`src/hdl/xyse_pkg.sv`:
```
// Shared types, constants and functions for the XY lattice site energy block.
// Holds the controller state enum, the command enum, the evaluator control struct,
// the table-based Q.14 sine and the coordinate wrap. No dependencies.
package xyse_pkg;

    localparam int XYSE_SIDE  = 16;
    localparam int ANGLE_W    = 16;
    localparam int COORD_IN_W = 4;
    localparam int TRIG_W     = 16;
    localparam int ENERGY_W   = 18;
    localparam int SUM_W      = 17;

    typedef enum logic [2:0] {
        S_CLEAR,
        S_IDLE,
        S_READ,
        S_WAIT,
        S_DONE
    } t_state;

    typedef enum logic {
        CMD_WRITE = 1'b0,
        CMD_QUERY = 1'b1
    } t_cmd;

    // Control that travels with one neighbor through the evaluator.
    typedef struct packed {
        logic       valid;
        logic       upper;  // neighbor on the upper side of its axis
        logic [1:0] axis;
        logic       last;   // final neighbor of the query
    } t_eval_ctl;

    // round(16384*sin(k*pi/64)) for k = 0..32.
    function automatic logic [14:0] quarter_sine(input logic [5:0] k);
        logic [14:0] v;
        case (k)
            6'd0:  v = 15'd0;
            6'd1:  v = 15'd804;
            6'd2:  v = 15'd1606;
            6'd3:  v = 15'd2404;
            6'd4:  v = 15'd3196;
            6'd5:  v = 15'd3981;
            6'd6:  v = 15'd4756;
            6'd7:  v = 15'd5520;
            6'd8:  v = 15'd6270;
            6'd9:  v = 15'd7005;
            6'd10: v = 15'd7723;
            6'd11: v = 15'd8423;
            6'd12: v = 15'd9102;
            6'd13: v = 15'd9760;
            6'd14: v = 15'd10394;
            6'd15: v = 15'd11003;
            6'd16: v = 15'd11585;
            6'd17: v = 15'd12140;
            6'd18: v = 15'd12665;
            6'd19: v = 15'd13160;
            6'd20: v = 15'd13623;
            6'd21: v = 15'd14053;
            6'd22: v = 15'd14449;
            6'd23: v = 15'd14811;
            6'd24: v = 15'd15137;
            6'd25: v = 15'd15426;
            6'd26: v = 15'd15679;
            6'd27: v = 15'd15893;
            6'd28: v = 15'd16069;
            6'd29: v = 15'd16207;
            6'd30: v = 15'd16305;
            6'd31: v = 15'd16364;
            6'd32: v = 15'd16384;
            default: v = 15'd0;
        endcase
        return v;
    endfunction

    // Sine of a turn fraction in Q.14, by quadrant folding and linear
    // interpolation between 33 table points.
    function automatic logic signed [TRIG_W-1:0] sine_q14(input logic [ANGLE_W-1:0] a);
        logic [14:0] m;
        logic [5:0]  idx;
        logic [8:0]  frac;
        logic [14:0] t0;
        logic [14:0] t1;
        logic [9:0]  d;
        logic [18:0] prod;
        logic [14:0] v;
        m = {1'b0, a[13:0]};
        if (a[14]) begin
            m = 15'd16384 - m;
        end
        idx  = m[14:9];
        frac = m[8:0];
        t0   = quarter_sine(idx);
        t1   = quarter_sine(idx + 6'd1);
        d    = 10'(t1 - t0);
        prod = 19'({9'b0, d} * {10'b0, frac}) + 19'd256;
        if (idx >= 6'd32) begin
            v = 15'd16384;
        end else begin
            v = t0 + 15'(prod >> 9);
        end
        return a[15] ? -$signed({1'b0, v}) : $signed({1'b0, v});
    endfunction

    // Coordinate modulo side by repeated subtraction; a 4-bit value needs at
    // most seven steps for the smallest side.
    function automatic logic [COORD_IN_W-1:0] wrap_coord(input logic [COORD_IN_W-1:0] v,
                                                         input int side);
        logic [COORD_IN_W:0] acc;
        acc = {1'b0, v};
        for (int i = 0; i < 8; i++) begin
            if (int'(acc) >= side) begin
                acc = acc - (COORD_IN_W+1)'(side);
            end
        end
        return acc[COORD_IN_W-1:0];
    endfunction

endpackage

```
`src/hdl/xyse_nb_eval.sv`:
```
// Neighbor evaluator: cosine of the site difference and the axis sine term
// for one neighbor, registered. Uses xyse_pkg for the sine table and types.
module xyse_nb_eval (
    input  logic                            i_clk,
    input  logic                            i_rst_n,
    input  logic [xyse_pkg::ANGLE_W-1:0]    i_center,
    input  logic [xyse_pkg::ANGLE_W-1:0]    i_nb,
    input  logic [xyse_pkg::ANGLE_W-1:0]    i_trial,
    input  xyse_pkg::t_eval_ctl             i_ctl,
    output xyse_pkg::t_eval_ctl             o_ctl,
    output logic signed [xyse_pkg::TRIG_W-1:0] o_cos,
    output logic signed [xyse_pkg::TRIG_W-1:0] o_sin
);
    import xyse_pkg::*;

    logic [ANGLE_W-1:0]       cos_arg;
    logic [ANGLE_W-1:0]       sin_arg;
    t_eval_ctl                r_ctl;
    logic signed [TRIG_W-1:0] r_cos;
    logic signed [TRIG_W-1:0] r_sin;

    // Cosine is the sine a quarter turn ahead.
    assign cos_arg = i_center - i_nb + 16'h4000;
    assign sin_arg = i_ctl.upper ? (i_trial - i_nb) : (i_nb - i_trial);

    always_ff @(posedge i_clk) begin
        if (!i_rst_n) begin
            r_ctl <= '0;
        end else begin
            r_ctl <= i_ctl;
        end
    end

    always_ff @(posedge i_clk) begin
        r_cos <= sine_q14(cos_arg);
        r_sin <= sine_q14(sin_arg);
    end

    assign o_ctl = r_ctl;
    assign o_cos = r_cos;
    assign o_sin = r_sin;

endmodule

```
`config.mk`:
```
export PLATFORM = sky130hd
export DESIGN_NAME = xyse_nb_eval
export DESIGN_NICKNAME = d
export VERILOG_FILES = /design/src/hdl/xyse_pkg.sv /design/src/hdl/xyse_nb_eval.sv
export SDC_FILE = /design/constraint.sdc
export NUM_CORES = 1
export LEC_CHECK = 0
export BUFFER_PORTS_ARGS = -buffer_cell sky130_fd_sc_hd__buf_4
export CORE_MARGIN = 3
export CORE_UTILIZATION = 65
export DETAILED_ROUTE_END_ITERATION = 7
export GPL_ROUTABILITY_DRIVEN = 0
export GPL_TIMING_DRIVEN = 0
export PLACE_DENSITY_LB_ADDON = 0.25
export SYNTH_ARGS = -nofsm -noshare
export SYNTH_HDL_FRONTEND = slang
export SYNTH_SLANG_ARGS = --single-unit
```
`constraint.sdc`:
```
create_clock -name i_clk -period 18.6 [get_ports i_clk]
set_clock_uncertainty 0.05 [all_clocks]
set_input_delay 2.79 -clock i_clk [delete_from_list [all_inputs] [get_ports i_clk]]
set_output_delay 2.79 -clock i_clk [all_outputs]
set_load 0.05 [all_outputs]
```
* Word level (Yosys, flattened, before mapping) *
Memory sizes are Yosys's and may differ from the RTL's.
Index checks and enable logic that the tools add are counted.

storage, ports and cells
  flip-flop bits (word level) = 37
  ROM bits = 3840
  output and inout port bits = 37
  logic and storage cells = 39
  memories = 4

memory list
  name             depth  bits a word  read ports  clocked after Yosys merged registers in  write ports  RTL line        RTL
  (no name shown)  64     15           1           0                                        0            xyse_pkg.sv:37  case (k)
  (no name shown)  64     15           1           0                                        0            xyse_pkg.sv:37
  (no name shown)  64     15           1           0                                        0            xyse_pkg.sv:37
  (no name shown)  64     15           1           0                                        0            xyse_pkg.sv:37

cells by class
  add/sub/neg operators = 16
  multiply operators = 2
  $lt $le $gt $ge = 2
  mux-type cells = 7

operator list
  cell                                                number
  two-way mux 15 bit                                  6
  subtractor 16 bit                                   3
  adder 19 x 9 -> 19 bit, second input constant       2
  multiplier 10 x 9 -> 19 bit                         2
  negation 15 -> 16 bit                               2
  adder 15 x 10 -> 15 bit                             2
  subtractor 15 x 14 -> 15 bit, first input constant  2
  subtractor 10 bit                                   2
  adder 16 x 15 -> 16 bit, second input constant      1
  two-way mux 16 bit                                  1
  adder 6 x 1 -> 6 bit, second input constant         2
  >= comparator 6 bit, second input constant          2

* Depth between registers and ports, before layout *
An unclocked memory read counts as a cell.

  word-level depth = 13
  depth in mapped cells = 63
  gate-level depth less buffers = 61

* Worst setup path before layout *
OpenSTA, ideal clock, no wires.

  kind = input port to flip-flop
  start point = input port i_trial[0] in the netlist's numbering
  end point = register r_sin[12], in the netlist o_sin[12]
  setup time = 0.120 ns
  data arrival time = 15.673 ns
  data required time = 18.430 ns
  path slack = 2.757 ns
  stages = 58
  path buffers = 3
  path through = inv_1 ha_1 inv_1 fa_1 a21o_1 a221oi_2 a31oi_1 xnor2_1 nand3_1 or4b_4 o21ai_0 xnor2_1 clkbuf_1 clkbuf_1 ha_1 inv_1 nor2_1 xnor2_1 [... 22 more ...] nand3_1 a211oi_1 a2111oi_0 o21bai_1 xor2_1 ha_1 a21boi_0 o21ai_0 a21boi_0 o21ai_0 nand2b_1 a21o_1 a21oi_1 a221oi_1 a32oi_1 a2bb2oi_1 mux2i_1 a211o_1

between the ends
  cells in the longest elaborated chain, start to end = 13

ends and longest elaborated chain
  what                          RTL line            RTL
  from (decl)                   xyse_nb_eval.sv:8   input logic [xyse_pkg::ANGLE_W-1:0] i_trial,
  subtractor 16 bit             xyse_nb_eval.sv:24  assign sin_arg = i_ctl.upper ? (i_trial - i_nb) : (i_nb - i_trial);
  two-way mux 16 bit *          xyse_nb_eval.sv:24
  subtractor 15 x 14 -> 15 bit  xyse_pkg.sv:89      m = 15'd16384 - m;
  two-way mux 15 bit            xyse_pkg.sv:88      if (a[14]) begin
  adder 6 x 1 -> 6 bit          xyse_pkg.sv:94      t1 = quarter_sine(idx + 6'd1);
  memory (64 x 15 bit)          --
  subtractor 10 bit             xyse_pkg.sv:95      d = 10'(t1 - t0);
  multiplier 10 x 9 -> 19 bit   xyse_pkg.sv:96      prod = 19'({9'b0, d} * {10'b0, frac}) + 19'd256;
  adder 19 x 9 -> 19 bit        xyse_pkg.sv:96
  adder 15 x 10 -> 15 bit       xyse_pkg.sv:100     v = t0 + 15'(prod >> 9);
  two-way mux 15 bit            xyse_pkg.sv:97      if (idx >= 6'd32) begin
  negation 15 -> 16 bit         xyse_pkg.sv:102     return a[15] ? -$signed({1'b0, v}) : $signed({1'b0, v});
  two-way mux 15 bit *          xyse_pkg.sv:102
  to (signal assigned)          xyse_nb_eval.sv:36  r_sin <= sine_q14(sin_arg);
  to (decl)                     xyse_nb_eval.sv:20  logic signed [TRIG_W-1:0] r_sin;

Mark *: on every way between the ends. The rest lies on a longest branch, timed or not.
A chain may end at the register's enable or synchronous reset.

* Worst setup path in the final report *
  start point = input port i_nb[1] in the netlist's numbering
  end point = register r_cos[14], in the netlist o_cos[14]

between the ends
  cells in the longest elaborated chain, start to end = 13

ends and longest elaborated chain
  what                          RTL line            RTL
  from (decl)                   xyse_nb_eval.sv:7   input logic [xyse_pkg::ANGLE_W-1:0] i_nb,
  subtractor 16 bit *           xyse_nb_eval.sv:23  assign cos_arg = i_center - i_nb + 16'h4000;
  adder 16 x 15 -> 16 bit *     xyse_nb_eval.sv:23
  subtractor 15 x 14 -> 15 bit  xyse_pkg.sv:89
  two-way mux 15 bit            xyse_pkg.sv:88
  adder 6 x 1 -> 6 bit          xyse_pkg.sv:94
  memory (64 x 15 bit)          --
  subtractor 10 bit             xyse_pkg.sv:95
  multiplier 10 x 9 -> 19 bit   xyse_pkg.sv:96
  adder 19 x 9 -> 19 bit        xyse_pkg.sv:96
  adder 15 x 10 -> 15 bit       xyse_pkg.sv:100
  two-way mux 15 bit            xyse_pkg.sv:97
  negation 15 -> 16 bit         xyse_pkg.sv:102
  two-way mux 15 bit *          xyse_pkg.sv:102
  to (signal assigned)          xyse_nb_eval.sv:35  r_cos <= sine_q14(cos_arg);
  to (decl)                     xyse_nb_eval.sv:19  logic signed [TRIG_W-1:0] r_cos;

Marks and branches as above.

==> out/qor.yml <==
outcome: "complete, no violations"
yosys.area_share.xor_xnor_pct: 7.466
floorplan.die.height_um: 158.3
seq_area_frac_synth_pct: 4.911
hpwl_mm: 34.71
residual_antenna_violating_net_count_after_detailed_routing: 0
finalWirelength_mm: 42.88
finalHoldViolCount: 0
synthCells: 2000
register_area_um2: 740.7
synth_adder_area_share_pct: 33.96
design.portCount: 92
synthesized_area_per_cell_um2: 7.541
synth.distinct_cells: 95
synth_edf_count: 0
post_synth_mux_area_share_pct: 1.643
hold_path.class: "primary input to flop"
compound_cell_area_share_of_the_yosys_netlist_pct: 22.13
crit_type: "primary input to flop"
synth_commonest_cells: "245 x sky130_fd_sc_hd__nor2_1, 219 x sky130_fd_sc_hd__ha_1, 213 x sky130_fd_sc_hd__inv_1"
placed_cells_incl_taps: 2376
synthesis.nets: 2393
fin_crit_ns: 17.60
grt_antenna_before_repair: 0
grtUsageTotal_pct: 33.70
number_of_post_cts_setup_repair_buffers: 0
n_fill_cell: 1848
fin_cells: 2384
overflow: 0
yosys.cell_count.top_type: "sky130_fd_sc_hd__nor2_1"
holdPathEnd: "o_ctl[4]"
finish.net_count: 2491
area_growth_pct: 8.354
clk_path_buf_depth: 2
port_buffers: 91
diodes: 0
via_count_of_the_first_global_routing_pass: 14410
cap_violations: 0
pin_count_of_the_biggest_net_entering_global_routing: 16
share_of_cells_above_drive_strength_1_pct: 9.528
timing.final.crit_share_pct: 94.61
worstHoldStart: "i_ctl[4]"
multi_input_area_um2: 13230
placementRows: 55
netlist_area_um2: 15080
crit_arrival_ns: 17.71
post_synth_and_or_nand_nor_area_fraction_pct: 22.18
synth-warning-count: 0
clock.fmax_mhz: 56.83
slew_violations: 0
rsz0062_at_grt: "false"
setup.worst_path.start_class: "primary input"
drtPass1Iterations: 8
number_of_drc_markers_in_iteration_0: 1554
max_slew.worst_pin.slew_ns: 1.160
worst_path_fanout_max: 10
slew-limit-headroom_pct: 22.09
cts.sink_count: 37
critPathSlowestCell: "sky130_fd_sc_hd__xor2_1"
setup_viol: 0
drcViolationCount: 0
tritoncts_clock_tree: "yes"
clk_pin_slew_ns: 0.06
dominant_combinational_cell_family_by_area_after_synthesis: "adder cells"
critical_path.max_stage_delay_ns: 0.69
tritoncts.num_buffers: 5
global_route_wire_length_before_repair_mm: 69.76
avgRoutedWirePerCell_um: 17.99
vias: 15210
cts_max_level: 2
synthDominantAreaCellType: "sky130_fd_sc_hd__ha_1"
endpoint_kind: "flop"
synth.ff_latch_count: 37
asyncSetResetFlopFracSynth_pct: 0
die_w_um: 158.3
critical_path.most_common_cell: "sky130_fd_sc_hd__ha_1"
clock_tree.root_cell: "sky130_fd_sc_hd__clkbuf_16"
initial_utilization_pct: 66.41
floorplan.die_area_um2: 25070
floorplan.core_area_um2: 22710
vias_per_cell: 6.378
required_ns: 18.72
netlist_top_cells_area: "sky130_fd_sc_hd__ha_1 18%, sky130_fd_sc_hd__fa_1 16%, sky130_fd_sc_hd__nor2_1 6.1%"
dominant_synthesized_flop_cell: "sky130_fd_sc_hd__dfxtp_1"
finalSetupTns_ns: 0
yosysTopAreaCellShare_pct: 18.17
hold_path_depth: 2
-- registers in the layout (all words and copies together), names as in the netlist --
name and cells:
o_sin 16, o_ctl 5, o_cos 16
-- per-layer routing --
layer  up-vias  track usage [%]  routed length, um
met5         -                0                  0
met4         0            10.04               1246
met3       132            7.937               4572
met2       869            53.99              19400
met1      7068            45.53              17660
li1       7137                -                  -
-- cell families after synthesis --
family / after synthesis
fa+ha+maj: 338
flops: 37
mux: 22
compound gates: 491
xor+xnor: 126
buf+inv: 300
simple gates: 686
-- metrics by stage --
step / hold slack [ns] / utilization (%) / instance area, um2 / setup slack [ns]
global route: 2.653 / 71.96 / 16340 / 0.02493
floorplan: 2.862 / - / 15080 / 2.757
detailed placement: 2.951 / 70.99 / 16120 / 0.4054
CTS: 2.649 / 71.75 / 16290 / 0.6434
global placement: 2.947 / 70.99 / 16120 / 0.5566
finish: 2.652 / 71.96 / 16340 / 1.003
-- cell type report --
cell class,instances,share of cell area (%)
tap,285,2.182
multi-input combinational,1663,80.94
sequential,37,4.533
inverter,214,4.915
timing repair buffer,91,4.180
clock inverter,3,0.2833
clock buffer,5,0.7656
buffer,86,2.197
-- placed cells by master, fill, tap and decap left out, types with 23 or more instances in the layout --
cell and n:
sky130_fd_sc_hd__o21ai_0 97, sky130_fd_sc_hd__or2_2 42, sky130_fd_sc_hd__nor2b_1 24, sky130_fd_sc_hd__a21o_1 30
sky130_fd_sc_hd__nand2b_1 44, sky130_fd_sc_hd__nand2_1 127, sky130_fd_sc_hd__buf_4 92, sky130_fd_sc_hd__a211oi_1 27
sky130_fd_sc_hd__nor2_1 245, sky130_fd_sc_hd__xor2_1 41, sky130_fd_sc_hd__a21oi_1 137, sky130_fd_sc_hd__ha_1 219
sky130_fd_sc_hd__dfxtp_1 37, sky130_fd_sc_hd__nand3_1 35, sky130_fd_sc_hd__or3_1 23, sky130_fd_sc_hd__xnor2_1 78
sky130_fd_sc_hd__clkbuf_1 63, sky130_fd_sc_hd__nor3_1 54, sky130_fd_sc_hd__inv_1 213, sky130_fd_sc_hd__fa_1 119
-- worst max-delay path: cells and delay by family --
| family | cells | cell delay (ns) |
|---|---|---|
| AOI/OAI and AO/OA | 19 | 3.91 |
| xor gates and xnor gates | 4 | 1.38 |
| adders and majority gates | 14 | 5.24 |
| buffers and inverters | 10 | 2.03 |
| and+or+nand+nor | 10 | 2.33 |
-- worst max path at each step --
stage / end / startpoint / cells past startpoint / slack, ns
2_1_floorplan: o_sin[12] / i_trial[0] / 58 / 2.76
4_1_cts: o_sin[12] / i_trial[0] / 56 / 0.64
3_5_place_dp: o_sin[12] / i_trial[0] / 56 / 0.41
3_3_place_gp: o_sin[12] / i_trial[0] / 56 / 0.56
6_report: o_cos[14] / i_nb[1] / 57 / 1.00
5_1_grt: o_sin[12] / i_trial[0] / 63 / 0.02
-- timing repair --
item,4_1_cts,5_1_grt
hold buffers,0,0
gates resized for setup,0,6
setup endpoints to repair,0,9
Power is left out: the tool's default activity adds up to more than one toggle a clock period on the data nets, which glitch-free logic cannot reach.
